==> config.mk <==
export PLATFORM = sky130hd
export DESIGN_NAME = pacw_queue
export DESIGN_NICKNAME = d
export VERILOG_FILES = /design/src/hdl/pacw_pkg.sv /design/src/hdl/pacw_queue.sv
export SDC_FILE = /design/constraint.sdc
export NUM_CORES = 1
export LEC_CHECK = 0
export ABC_AREA = 1
export BUFFER_PORTS_ARGS = -buffer_cell sky130_fd_sc_hd__buf_2
export CAP_MARGIN = 20
export CORE_ASPECT_RATIO = 0.5
export CORE_MARGIN = 2
export CORE_UTILIZATION = 47
export DETAILED_ROUTE_END_ITERATION = 8
export GPL_ROUTABILITY_DRIVEN = 0
export PLACE_DENSITY = 0.76
export RECOVER_POWER = 50
export SLEW_MARGIN = 0
export SYNTH_ARGS = -nofsm -noshare
export SYNTH_HDL_FRONTEND = slang
export SYNTH_SLANG_ARGS = --single-unit
==> constraint.sdc <==
create_clock -name clk -period 7.15 [get_ports clk]
set_input_delay 0.715 -clock clk [delete_from_list [all_inputs] [get_ports clk]]
set_output_delay 0.715 -clock clk [all_outputs]
set_load 0.005 [all_outputs]
==> src/hdl/pacw_pkg.sv <==
`timescale 1ns / 1ps

package pacw_pkg;

  localparam int MaxVertices = 64;
  localparam int CoordBits   = 16;
  localparam int CntW        = $clog2(MaxVertices + 2);
  localparam int QDepth      = 2;

  localparam int EdgeW  = 17;
  localparam int VsumW  = 18;
  localparam int CrossW = 35;
  localparam int MagW   = 34;
  localparam int HalfW  = 17;
  localparam int SqW    = 70;
  localparam int RootW  = 35;
  localparam int RemW   = 39;
  localparam int SumW   = 60;
  localparam int AreaW  = 42;
  localparam int DenW   = 44;
  localparam int MulAW  = 36;
  localparam int MulBW  = 18;
  localparam int ProdW  = MulAW + MulBW;
  localparam int StepW  = 6;

  localparam int RootSteps = RootW;
  localparam int DivSteps  = SumW;

  localparam logic [1:0] ST_OK    = 2'd0;
  localparam logic [1:0] ST_DEGEN = 2'd1;
  localparam logic [1:0] ST_OVF   = 2'd2;

  typedef logic signed [15:0] coord_t;

  localparam coord_t CoordMax = coord_t'((2 ** (CoordBits - 1)) - 1);
  localparam coord_t CoordMin = coord_t'(-(2 ** (CoordBits - 1)));
  localparam logic [SumW-1:0] QPosLim = SumW'((2 ** (CoordBits - 1)) - 1);
  localparam logic [SumW-1:0] QNegLim = SumW'(2 ** (CoordBits - 1));

  typedef struct packed {
    coord_t x;
    coord_t y;
    coord_t z;
  } vertex_t;

  // one unit of work for the back end
  typedef struct packed {
    logic    tri_en;
    logic    last;
    logic    ovf;
    logic    few;
    vertex_t p1;
    vertex_t p2;
    vertex_t p3;
  } job_t;

endpackage

==> src/hdl/pacw_queue.sv <==
`timescale 1ns / 1ps

module pacw_queue (
  input  logic             clk,
  input  logic             rst_n,
  input  logic             push,
  input  pacw_pkg::job_t   push_data,
  output logic             full,
  input  logic             pop,
  output pacw_pkg::job_t   pop_data,
  output logic             nonempty
);

  localparam int PtrW = (pacw_pkg::QDepth > 1) ? $clog2(pacw_pkg::QDepth) : 1;
  localparam int CntQ = $clog2(pacw_pkg::QDepth + 1);

  pacw_pkg::job_t   mem_r [pacw_pkg::QDepth];
  logic [PtrW-1:0]  wr_ptr_r;
  logic [PtrW-1:0]  rd_ptr_r;
  logic [CntQ-1:0]  cnt_r;

  function automatic logic [PtrW-1:0] ptr_inc(input logic [PtrW-1:0] p);
    if (p == PtrW'(pacw_pkg::QDepth - 1)) return '0;
    return p + 1'b1;
  endfunction

  assign full     = (cnt_r == CntQ'(pacw_pkg::QDepth));
  assign nonempty = (cnt_r != '0);
  assign pop_data = mem_r[rd_ptr_r];

  always_ff @(posedge clk) begin
    if (push) begin
      mem_r[wr_ptr_r] <= push_data;
    end
    if (!rst_n) begin
      wr_ptr_r <= '0;
      rd_ptr_r <= '0;
      cnt_r    <= '0;
    end else begin
      if (push) wr_ptr_r <= ptr_inc(wr_ptr_r);
      if (pop)  rd_ptr_r <= ptr_inc(rd_ptr_r);
      if (push && !pop)      cnt_r <= cnt_r + 1'b1;
      else if (pop && !push) cnt_r <= cnt_r - 1'b1;
    end
  end

endmodule

==> metrics <==
post-synthesis sequential area ratio=82.14%; CTS tree=built; Layout area overhead=22.86%; Setup Crit Path Kind=flop to output port; status=finished with violations; CP arrival=2.89 ns; VDD IR max=0.0001647 V; CTS clk-pin slew, worst paths=0.07 ns; largest net degree at the start of global routing=120; vias in the first global route=6119; Tot Pwr=3.708 mW; Starting DRT DRC Count=354; failing checks=capacitance limit, slew limit; most frequent cells in the layout=edfxtp_1 (296), buf_2 (225), mux2_2 (148); Placed Instance Area=12720 um2; First-pass DRT Iterations=4; Syn Inst Count=495; Starting Density=47.92%; worst hold margin=0.3595 ns; DRT Wirelength=22040 um; GR Util All Layers=17.81%; layout cells sized above 1=49.40%; Remaining DRCs=0; Tcrit/Tclk final=50.48%; Final ANT Viol Nets=0; CTS resizes=0; area of the core=22840 um2; CP Data Required Time=6.43 ns; Max Cap Viol=1; dpl hpwl=14500 um; Sink Count=301; initial antenna violation count=2; clock buffer count from CTS=27; first-pass GRT wire length=32840 um; Vias=5637; Clock Skew=0.02384 ns; Max FO, Critical Path=71; CP max stage cell=buf_4; Post-Syn Area=10940 um2; post-layout util=58.87%; most common cell after layout, fill and taps aside=edfxtp_1; slew margin rel.=-88.70%; vias per inst=4.940; CP peak stage delay=0.77 ns; final hold vios=0; fill cell count=1744; final setup violating endpoints=0; synth unique cells=14; RSZ-0062 raised after global routing=false; Max Buffers Root-to-Sink=3; Sequential cell area=8992 um2; syn nets=648; Vert. Die Dim=111.9 um; top cells by area, synth=edfxtp_1 (81%), mux2_2 (15%), buf_6 (1.2%), dfxtp_1 (0.91%), nand2_1 (0.31%); syn avg cell area=22.11 um2; Root Driver=clkbuf_16; Worst Path Buf+Inv=3; Tightest Pin Transition=2.820 ns; cell taking the most area after synthesis=edfxtp_1; CTS Hold Buffers Added=0; routed len/inst=19.32 um; area of the multi-input gates=1764 um2; Setup Fix Bufs, Post-CTS=0; Die Span X=219.8 um; Nets=966; setup TNS=0 ns; LEAKAGE=4.859 nW; IO Pins=302; GR Overflow Total=0; delay-heaviest family, CP=buffers and inverters; DIE AREA=24590 um2; min cycle time layout=3.609 ns; I/O Buffers=301; fin. max-slew vios=30; Synth top area share=81.23%; CP startpoint kind=flop; Worst setup EP type=output port; H-Tree Depth=1; # rows=39; pwr dens=275.8 nW/um2; number of synthesis warnings=0; Synth Register Bits=301; worst-path cell chain=buf_16 > buf_4 > mux2_2 > buf_2; Fmax=0.2771 GHz; hold crit path type=input port to flop; later-pin clock latency in the skew report=0.53 ns; cell area after layout=13440 um2
[routing by layer]
metal / wire length, um / vias to the layer above / GRT usage (%)
li1: - / 2592 / -
met1: 8082 / 2864 / 19.20
met2: 12370 / 129 / 33.98
met3: 753 / 52 / 3.770
met4: 840 / 0 / 6.980
met5: 0 / - / 0
[logic make-up (layout without fill, tap and decap cells)]
logic type / Yosys count / after routing / synth area share [%]
other: 0 / 2 / 0
buffers and inverters: 24 / 361 / 1.738
DFF: 301 / 301 / 82.14
AOI/OAI and AO/OA: 2 / 2 / 0.09138
muxes: 148 / 148 / 15.23
adders and majority gates: 1 / 1 / 0.1143
and+or+nand+nor: 19 / 19 / 0.6860
[metrics by stage]
| step | setup WS [ns] | instances |
|---|---|---|
| after floorplan | 2.127 | 495 |
| after detailed placement | 3.811 | 1090 |
| final | 3.541 | 1141 |
| after global placement | 3.862 | 1090 |
| after global routing | 3.360 | 1141 |
| after CTS | 3.237 | 1138 |
[sequential cells by signal, summed over array words and instances, names as in the netlist, named ones only]
signal,count
wr_ptr_r,1
rd_ptr_r,1
cnt_r,2
mem_r,296
[final timing paths]
| check | startpoint | to | slack, ns | depth (start not counted) |
|---|---|---|---|---|
| worst min register to register | rd_ptr_r | rd_ptr_r | 0.50 | 2 |
| worst min-delay path | push_data[2] | mem_r[0][2] | 0.36 | 1 |
| worst max-delay path | flop | pop_data[115] | 3.54 | 4 |
| worst max register to register | wr_ptr_r | mem_r[0][29] | 3.70 | 2 |
[power by group]
group	switching (mW)	leakage, nW	internal (mW)
registers	0.0270	2.82	2.04
clock network	0.597	0.384	0.732
logic	0.156	1.65	0.153
[cell type report]
class / instances / area share (%)
Timing Repair Buffer: 305 / 10.96
Clock inverter: 11 / 0.5677
Clock buffer: 37 / 5.305
Sequential cell: 301 / 66.89
Inverter: 8 / 0.2606
Antenna cell: 2 / 0.03723
Multi-Input combinational cell: 170 / 13.12
Tap cell: 307 / 2.857
[Yosys cell counts (all sizes together)]
cell type,instances
nand4,1
a21oi,1
nand3,1
edfxtp,296
buf,16
nand2,9
o21ai,1
dfxtp,5
mux2,148
ha,1
inv,8
nor2,8
[worst register-to-register path: stages, from the launching register on]
cell and delay, ns:
dfxtp_1 0.32, nor2_1 2.05, buf_12 0.53
Power figures use the tool's default switching activity.
