===== src/hdl/pacw_pkg.sv =====
`timescale 1ns / 1ps

package pacw_pkg;

  localparam int MaxVertices = 64;
  localparam int CoordBits   = 16;
  localparam int CntW        = $clog2(MaxVertices + 2);
  localparam int QDepth      = 2;

  localparam int EdgeW  = 17;
  localparam int VsumW  = 18;
  localparam int CrossW = 35;
  localparam int MagW   = 34;
  localparam int HalfW  = 17;
  localparam int SqW    = 70;
  localparam int RootW  = 35;
  localparam int RemW   = 39;
  localparam int SumW   = 60;
  localparam int AreaW  = 42;
  localparam int DenW   = 44;
  localparam int MulAW  = 36;
  localparam int MulBW  = 18;
  localparam int ProdW  = MulAW + MulBW;
  localparam int StepW  = 6;

  localparam int RootSteps = RootW;
  localparam int DivSteps  = SumW;

  localparam logic [1:0] ST_OK    = 2'd0;
  localparam logic [1:0] ST_DEGEN = 2'd1;
  localparam logic [1:0] ST_OVF   = 2'd2;

  typedef logic signed [15:0] coord_t;

  localparam coord_t CoordMax = coord_t'((2 ** (CoordBits - 1)) - 1);
  localparam coord_t CoordMin = coord_t'(-(2 ** (CoordBits - 1)));
  localparam logic [SumW-1:0] QPosLim = SumW'((2 ** (CoordBits - 1)) - 1);
  localparam logic [SumW-1:0] QNegLim = SumW'(2 ** (CoordBits - 1));

  typedef struct packed {
    coord_t x;
    coord_t y;
    coord_t z;
  } vertex_t;

  // one unit of work for the back end
  typedef struct packed {
    logic    tri_en;
    logic    last;
    logic    ovf;
    logic    few;
    vertex_t p1;
    vertex_t p2;
    vertex_t p3;
  } job_t;

endpackage


===== src/hdl/pacw_front.sv =====
`timescale 1ns / 1ps

module pacw_front (
  input  logic                   clk,
  input  logic                   rst_n,
  input  logic                   in_valid,
  output logic                   in_ready,
  input  logic signed [15:0]     in_vertex_x,
  input  logic signed [15:0]     in_vertex_y,
  input  logic signed [15:0]     in_vertex_z,
  input  logic                   in_last_vertex,
  input  logic                   q_full,
  output logic                   q_push,
  output pacw_pkg::job_t         q_job
);

  localparam int CB = pacw_pkg::CoordBits;

  pacw_pkg::vertex_t          anchor_r;
  pacw_pkg::vertex_t          prev_r;
  logic [pacw_pkg::CntW-1:0]  count_r;

  pacw_pkg::vertex_t          v;
  logic                       take;
  logic                       ign;
  logic                       tri_en;
  logic [pacw_pkg::CntW-1:0]  count_nxt;

  // only the low CoordBits bits carry the coordinate
  assign v.x = pacw_pkg::coord_t'(signed'(in_vertex_x[CB-1:0]));
  assign v.y = pacw_pkg::coord_t'(signed'(in_vertex_y[CB-1:0]));
  assign v.z = pacw_pkg::coord_t'(signed'(in_vertex_z[CB-1:0]));

  assign in_ready  = !q_full;
  assign take      = in_valid && in_ready;
  assign ign       = (count_r >= pacw_pkg::CntW'(pacw_pkg::MaxVertices));
  assign tri_en    = !ign && (count_r >= pacw_pkg::CntW'(2));
  assign count_nxt = ign ? pacw_pkg::CntW'(pacw_pkg::MaxVertices + 1) : count_r + 1'b1;

  always_comb begin
    q_job.tri_en = tri_en;
    q_job.last   = in_last_vertex;
    q_job.ovf    = (count_nxt > pacw_pkg::CntW'(pacw_pkg::MaxVertices));
    q_job.few    = (count_nxt < pacw_pkg::CntW'(3));
    q_job.p1     = anchor_r;
    q_job.p2     = prev_r;
    q_job.p3     = v;
  end

  // vertices that add no triangle and end nothing need no back-end work
  assign q_push = take && (tri_en || in_last_vertex);

  always_ff @(posedge clk) begin
    if (!rst_n) begin
      anchor_r <= '0;
      prev_r   <= '0;
      count_r  <= '0;
    end else if (take) begin
      if (in_last_vertex) begin
        anchor_r <= '0;
        prev_r   <= '0;
        count_r  <= '0;
      end else begin
        if (!ign && count_r == '0) anchor_r <= v;
        if (!ign && count_r != '0) prev_r   <= v;
        count_r <= count_nxt;
      end
    end
  end

endmodule


===== config.mk =====
export PLATFORM = sky130hd
export DESIGN_NAME = pacw_front
export DESIGN_NICKNAME = d
export VERILOG_FILES = /design/src/hdl/pacw_pkg.sv /design/src/hdl/pacw_front.sv
export SDC_FILE = /design/constraint.sdc
export NUM_CORES = 1
export LEC_CHECK = 0
export BUFFER_PORTS_ARGS = -buffer_cell sky130_fd_sc_hd__buf_2
export CAP_MARGIN = 20
export CORE_MARGIN = 1.5
export CORE_UTILIZATION = 45
export CTS_CLUSTER_SIZE = 20
export DETAILED_ROUTE_END_ITERATION = 8
export PLACE_DENSITY = 0.86
export SYNTH_ARGS = -nofsm -noshare
export SYNTH_HDL_FRONTEND = slang
export SYNTH_SLANG_ARGS = --single-unit

===== constraint.sdc =====
create_clock -name clk -period 5.1 [get_ports clk]
set_clock_uncertainty 0.2 [all_clocks]
set_input_delay 1.02 -clock clk [delete_from_list [all_inputs] [get_ports clk]]
set_output_delay 1.02 -clock clk [all_outputs]
set_load 0.05 [all_outputs]

==> results of run 1 <==
## sequential cells by signal (all words and copies together) (netlist names)
register  flops
q_job        96
count_r       7
## cell usage after synthesis, drive strengths merged, types with 3 or more instances
cell type  count
buf           63
clkbuf        43
inv            3
nand3         97
a21boi       100
or3b          48
dfxtp        103
nand2          3
and3           4
o21ai          3
nor3           6
nand3b        53
nor2           3
## critical path: cells and delay by family
kind / cells / cell delay, ns
buffers and inverters: 2 / 0.89
AND/OR/NAND/NOR: 2 / 0.22
## area by class of cell
type                    instances  area share
multi-input cells             338       0.403
flip-flops and latches        103       0.352
repair buffers                206       0.178
well taps                     140      0.0299
clock buffers                  11      0.0258
clock inverters                 5     0.00961
inverters                       3     0.00192
## cell families after synthesis
group,count (synthesis),synth area share
compound gates,114,0.168
xor+xnor,2,0.00348
fa+ha+maj,2,0.00497
buf+inv,109,0.125
flops,103,0.409
simple gates,220,0.288
## worst min-delay path by stage
stage                            start                      end  slack, ns
6_report       q_job[125]$_SDFFE_PN0P_  q_job[125]$_SDFFE_PN0P_       0.27
5_1_grt        q_job[131]$_SDFFE_PN0P_  q_job[131]$_SDFFE_PN0P_       0.29
4_1_cts        q_job[125]$_SDFFE_PN0P_  q_job[125]$_SDFFE_PN0P_       0.27
3_5_place_dp   q_job[125]$_SDFFE_PN0P_  q_job[125]$_SDFFE_PN0P_       0.26
3_3_place_gp   q_job[102]$_SDFFE_PN0P_  q_job[102]$_SDFFE_PN0P_       0.25
2_1_floorplan  count_r[0]$_SDFFE_PN0P_  count_r[0]$_SDFFE_PN0P_       0.28
## power breakdown
part | leakage [nW] | internal, W | total [W] | switching, W
registers | 0.832 | 0.000817 | 0.000825 | 0.00000741
logic | 1.52 | 0.0000745 | 0.000284 | 0.000210
clock network | 0.105 | 0.000253 | 0.000540 | 0.000286
total | 2.46 | 0.00114 | 0.00165 | 0.000504
## metrics by stage
step           total power, W  instance area, sq um  cells
2_1_floorplan         0.00108                  5040    550
3_3_place_gp          0.00112                  5650    790
3_5_place_dp          0.00113                  5650    790
4_1_cts               0.00166                  5860    806
5_1_grt               0.00171                  5860    806
6_report              0.00165                  5860    806
## routing by layer
metal,wire [microns],up-vias
met2,6270,174
met1,5250,2126
met4,333,0
met5,0,-
li1,-,2122
met3,912,25
==> reports/results.tsv, run 1 <==
metric	value	unit
status	finished clean	
Die ar.	0.0118	sq mm
worst min-delay path class	flop to flop	
Worst R2R Path Depth	6	
grt met1 use	0.249	
CP max FO	56	
CP required	3.88	ns
sequential area share after synthesis	0.409	
fmax	0.297	GHz
post_cts resized	0	
chip width	109	microns
GRT Util Overall	0.210	
gpl congestion	0.817	
GRT overflow	0	
Max stage delay cell, worst path	buf_2	
critical path class	input port to output port	
Syn Inst Count	550	
die height	109	microns
RSZ-0062 raised after global routing	no	
commonest non-fill, non-tap cells in the layout	buf_2, dfxtp_1, nand3_1	
#FFs+latches synth	103	
met2 GRT Util	0.357	
layout cells sized above 1	0.342	
final wirelength	12800	microns
first-pass GRT wire length	19700	microns
grt peak-use layer	met2	
Yosys top cell area share	0.409	
Top FF cell, synth	dfxtp_1	
commonest non-fill, non-tap cell in the layout	buf_2	
post-synth top area cell	dfxtp_1	
pre-CTS setup slack	1.65	ns
number of placed I/O pins	203	
# diodes	0	
worst path cell trace	buf_2 > nor2_1 > nor2_1 > buf_2	
core footprint	0.0109	sq mm
Synth cell types	32	
Via Count	4447	
worst r2r dst	q_job[68]$_SDFFE_PN0P_	
endpoints failing setup	0	
type of origin of the critical path	input port	
register area	0.00206	sq mm
Min Hold Slack	0.269	ns
CTS sink count	103	
minimum clock period	3.37	ns
CTS tree	yes	
CTS Buffer Depth	2	
setup_tns	0	ns
top post-synthesis cells by area	dfxtp_1, nand3_1, a21boi_1	
slowest stage delay, CP	0.62	ns
Multi-input gate area	0.00236	sq mm
antenna-violating nets left	0	
CTS root buf	clkbuf_8	
# hold bufs at CTS	0	
Worst R2R Start	count_r[0]$_SDFFE_PN0P_	
CTS H-tree depth	3	
latest clock arrival within the worst-skew pair	0.37	ns
syn nets	605	
Worst R2R Setup Slack	2.34	ns
critical path arrival	2.15	ns
Post-synth EDFFs	0	
DP HPWL	8470	microns
Post-CTS Setup Inserts	0	
warning count from the yosys run	0	
Syn Area/Cell	9.16	sq um
initial antenna violation count	0	
fraction of registers with async set/reset	0	
final period utilization	0.660	
final critical-path setup slack	1.73	ns
FP Rows	38	
Pre-antenna DRT Iters	4	
initial drt markers	254	
Starting Density	0.463	
Slew Viols, Final	0	
max_cap viols	0	
Max transition margin	0.286	
Mapped Area	0.00504	sq mm
drt wl/cell	15.8	microns
clock-pin slew on the worst setup and hold paths	0.09	ns
VDD IR max	201	uV
Critical Path End Type	output port	
Worst Setup SP	in_last_vertex	
leakage	2.46	nW
Port-buffer cells	202	
P&R area growth vs syn	16.4	%
fin util	0.538	
pin count of the biggest net entering global routing	98	
CTS Buf Count	9	
hold depth	2	
fill count	1032	
fin nets	716	
vias per cell	5.52	
pwr/cell area	281	mW/mm^2
GR Layer Usage met3	0.0436	
Slew @ Worst Pin	1.07	ns
vias in the first global route	4088	
crit path to	q_push	
Hold Fails Final Rpt	0	
final routed DRC violation total	0	
(Power assumes the default switching activity.)
==> run 2, diff against run 1 <==
CORE_UTILIZATION = 44   (was 45)
PLACE_DENSITY = 0.88   (was 0.86)
clock period = 2.8 ns   (was 5.1 ns; I/O delays follow)
==> run 2 against run 1 <==
Against the previous run:
- global-route usage down 1.5 points
- non-clock buffer count up 8
- largest power group unchanged
- worst hold slack worse by 0.0073 ns
- largest cell class unchanged
==> reports/results.tsv, run 2 (synthesis gave the netlist of run 1 again) <==
metric	value	unit
status	finished clean	
gpl congestion	0.841	
worst path cell trace	ha_1 > and3_1 > a31o_2 > a211oi_2 > buf_2	
leakage	2.53	nW
max_cap viols	0	
CTS Buffer Depth	2	
met2 wire length	5850	microns
vias per cell	5.33	
GRT overflow	0	
pre-CTS setup slack	0.416	ns
Worst Setup SP	count_r[0]$_SDFFE_PN0P_	
Worst R2R Start	count_r[3]$_SDFFE_PN0P_	
setup_tns	0	ns
placed inst area	0.00576	sq mm
antenna-violating nets left	0	
worst min-delay path class	flop to flop	
Max transition margin	0.377	
fmax	0.377	GHz
CTS tree	yes	
initial antenna violation count	0	
type of origin of the critical path	flop	
DP HPWL	8220	microns
minimum clock period	2.65	ns
hold path start	q_job[114]$_SDFFE_PN0P_	
CTS Buf Count	9	
commonest non-fill, non-tap cell in the layout	buf_2	
critical path arrival	1.89	ns
DP Cell Count	798	
post_cts resized	0	
Port-buffer cells	202	
final wirelength	12300	microns
GRT Util Overall	0.195	
endpoints failing setup	0	
CTS root buf	clkbuf_16	
final cell count without fillers	814	
final period utilization	0.947	
Max stage delay cell, worst path	dfxtp_1	
critical path class	flop to output port	
Critical Path End Type	output port	
top layer in use	met4	
RSZ-0062 raised after global routing	no	
drt wl/cell	15.1	microns
CP max FO	5	
Hold Fails Final Rpt	0	
initial drt markers	269	
chip width	110	microns
FP Rows	38	
final critical-path setup slack	0.149	ns
met3 routed WL	741	microns
pin count of the biggest net entering global routing	97	
worst r2r dst	q_job[62]$_SDFFE_PN0P_	
clock-pin slew on the worst setup and hold paths	0.07	ns
final routed DRC violation total	0	
Die ar.	0.0121	sq mm
M1 WL	5490	microns
Via Count	4342	
Starting Density	0.459	
design area	0.00603	sq mm
VDD IR max	271	uV
max FFs per register	96	
slowest stage delay, CP	0.35	ns
vias in the first global route	3885	
number of placed I/O pins	203	
# hold bufs at CTS	0	
Worst R2R Setup Slack	0.41	ns
fill count	1046	
CTS H-tree depth	3	
Slew @ Worst Pin	0.934	ns
first-pass GRT wire length	18700	microns
core footprint	0.0110	sq mm
Slew Viols, Final	0	
latest clock arrival within the worst-skew pair	0.33	ns
P&R area growth vs syn	19.8	%
Pre-antenna DRT Iters	4	
CTS sink count	103	
commonest non-fill, non-tap cells in the layout	buf_2, dfxtp_1, nand3_1	
pwr/cell area	531	mW/mm^2
Post-CTS Setup Inserts	0	
die height	110	microns
CP required	2.04	ns
layout cells sized above 1	0.349	
fin nets	724	
# diodes	0	
Worst R2R Path Depth	4	
crit path to	q_job[144]	
-- run 2: cell count changes in the layout (fill, tap and decap cells not counted) --
cell / before / now
buf_12: 0 / 3
clkbuf_8: 11 / 1
clkinvlp_4: 1 / 3
a211oi_2: 0 / 1
a211oi_1: 1 / 0
clkinv_2: 2 / 0
bufinv_16: 1 / 0
clkbuf_1: 0 / 2
buf_4: 4 / 9
clkbuf_16: 0 / 9
-- run 2: layout make-up --
cell class / count / area (sq um) / area share
multi-input cells: 338 / 2370 / 0.393
flip-flops and latches: 103 / 2060 / 0.342
repair buffers: 214 / 1140 / 0.189
clock inverters: 4 / 31.3 / 0.00518
clock buffers: 12 / 246 / 0.0409
inverters: 3 / 11.3 / 0.00187
well taps: 140 / 175 / 0.0290
-- run 2: stage by stage --
stage	total power, W	util	hold slack [ns]
floorplan	0.00197	-	0.280
global placement	0.00206	0.524	0.250
detailed placement	0.00207	0.524	0.254
CTS	0.00324	0.549	0.264
global route	0.00334	0.549	0.276
finish	0.00320	0.549	0.262
-- run 2: layer usage --
layer / global-route usage / vias up
met5: 0 / -
met4: 0.0733 / 0
met3: 0.0459 / 14
met2: 0.325 / 152
met1: 0.244 / 2027
li1: - / 2149
-- run 2: worst max-delay path: cells and delay by family (launching register included) --
family,cells,cell delay [ns]
compound gates,2,0.43
flops,1,0.35
buf+inv,1,0.29
fa+ha+maj,1,0.26
simple gates,1,0.23
-- run 2: worst min path at each step --
stage                         endpoint  slack [ns]  depth (start not counted)
2_1_floorplan  count_r[0]$_SDFFE_PN0P_        0.28                          2
3_3_place_gp   q_job[122]$_SDFFE_PN0P_        0.25                          2
3_5_place_dp   q_job[114]$_SDFFE_PN0P_        0.25                          2
4_1_cts        q_job[114]$_SDFFE_PN0P_        0.26                          2
5_1_grt         q_job[98]$_SDFFE_PN0P_        0.28                          2
6_report       q_job[114]$_SDFFE_PN0P_        0.26                          2
-- run 2: report_power, final --
group          switching (W)  internal, W
clock               0.000538     0.000630
combinational       0.000387     0.000147
sequential         0.0000123      0.00149
total               0.000938      0.00227
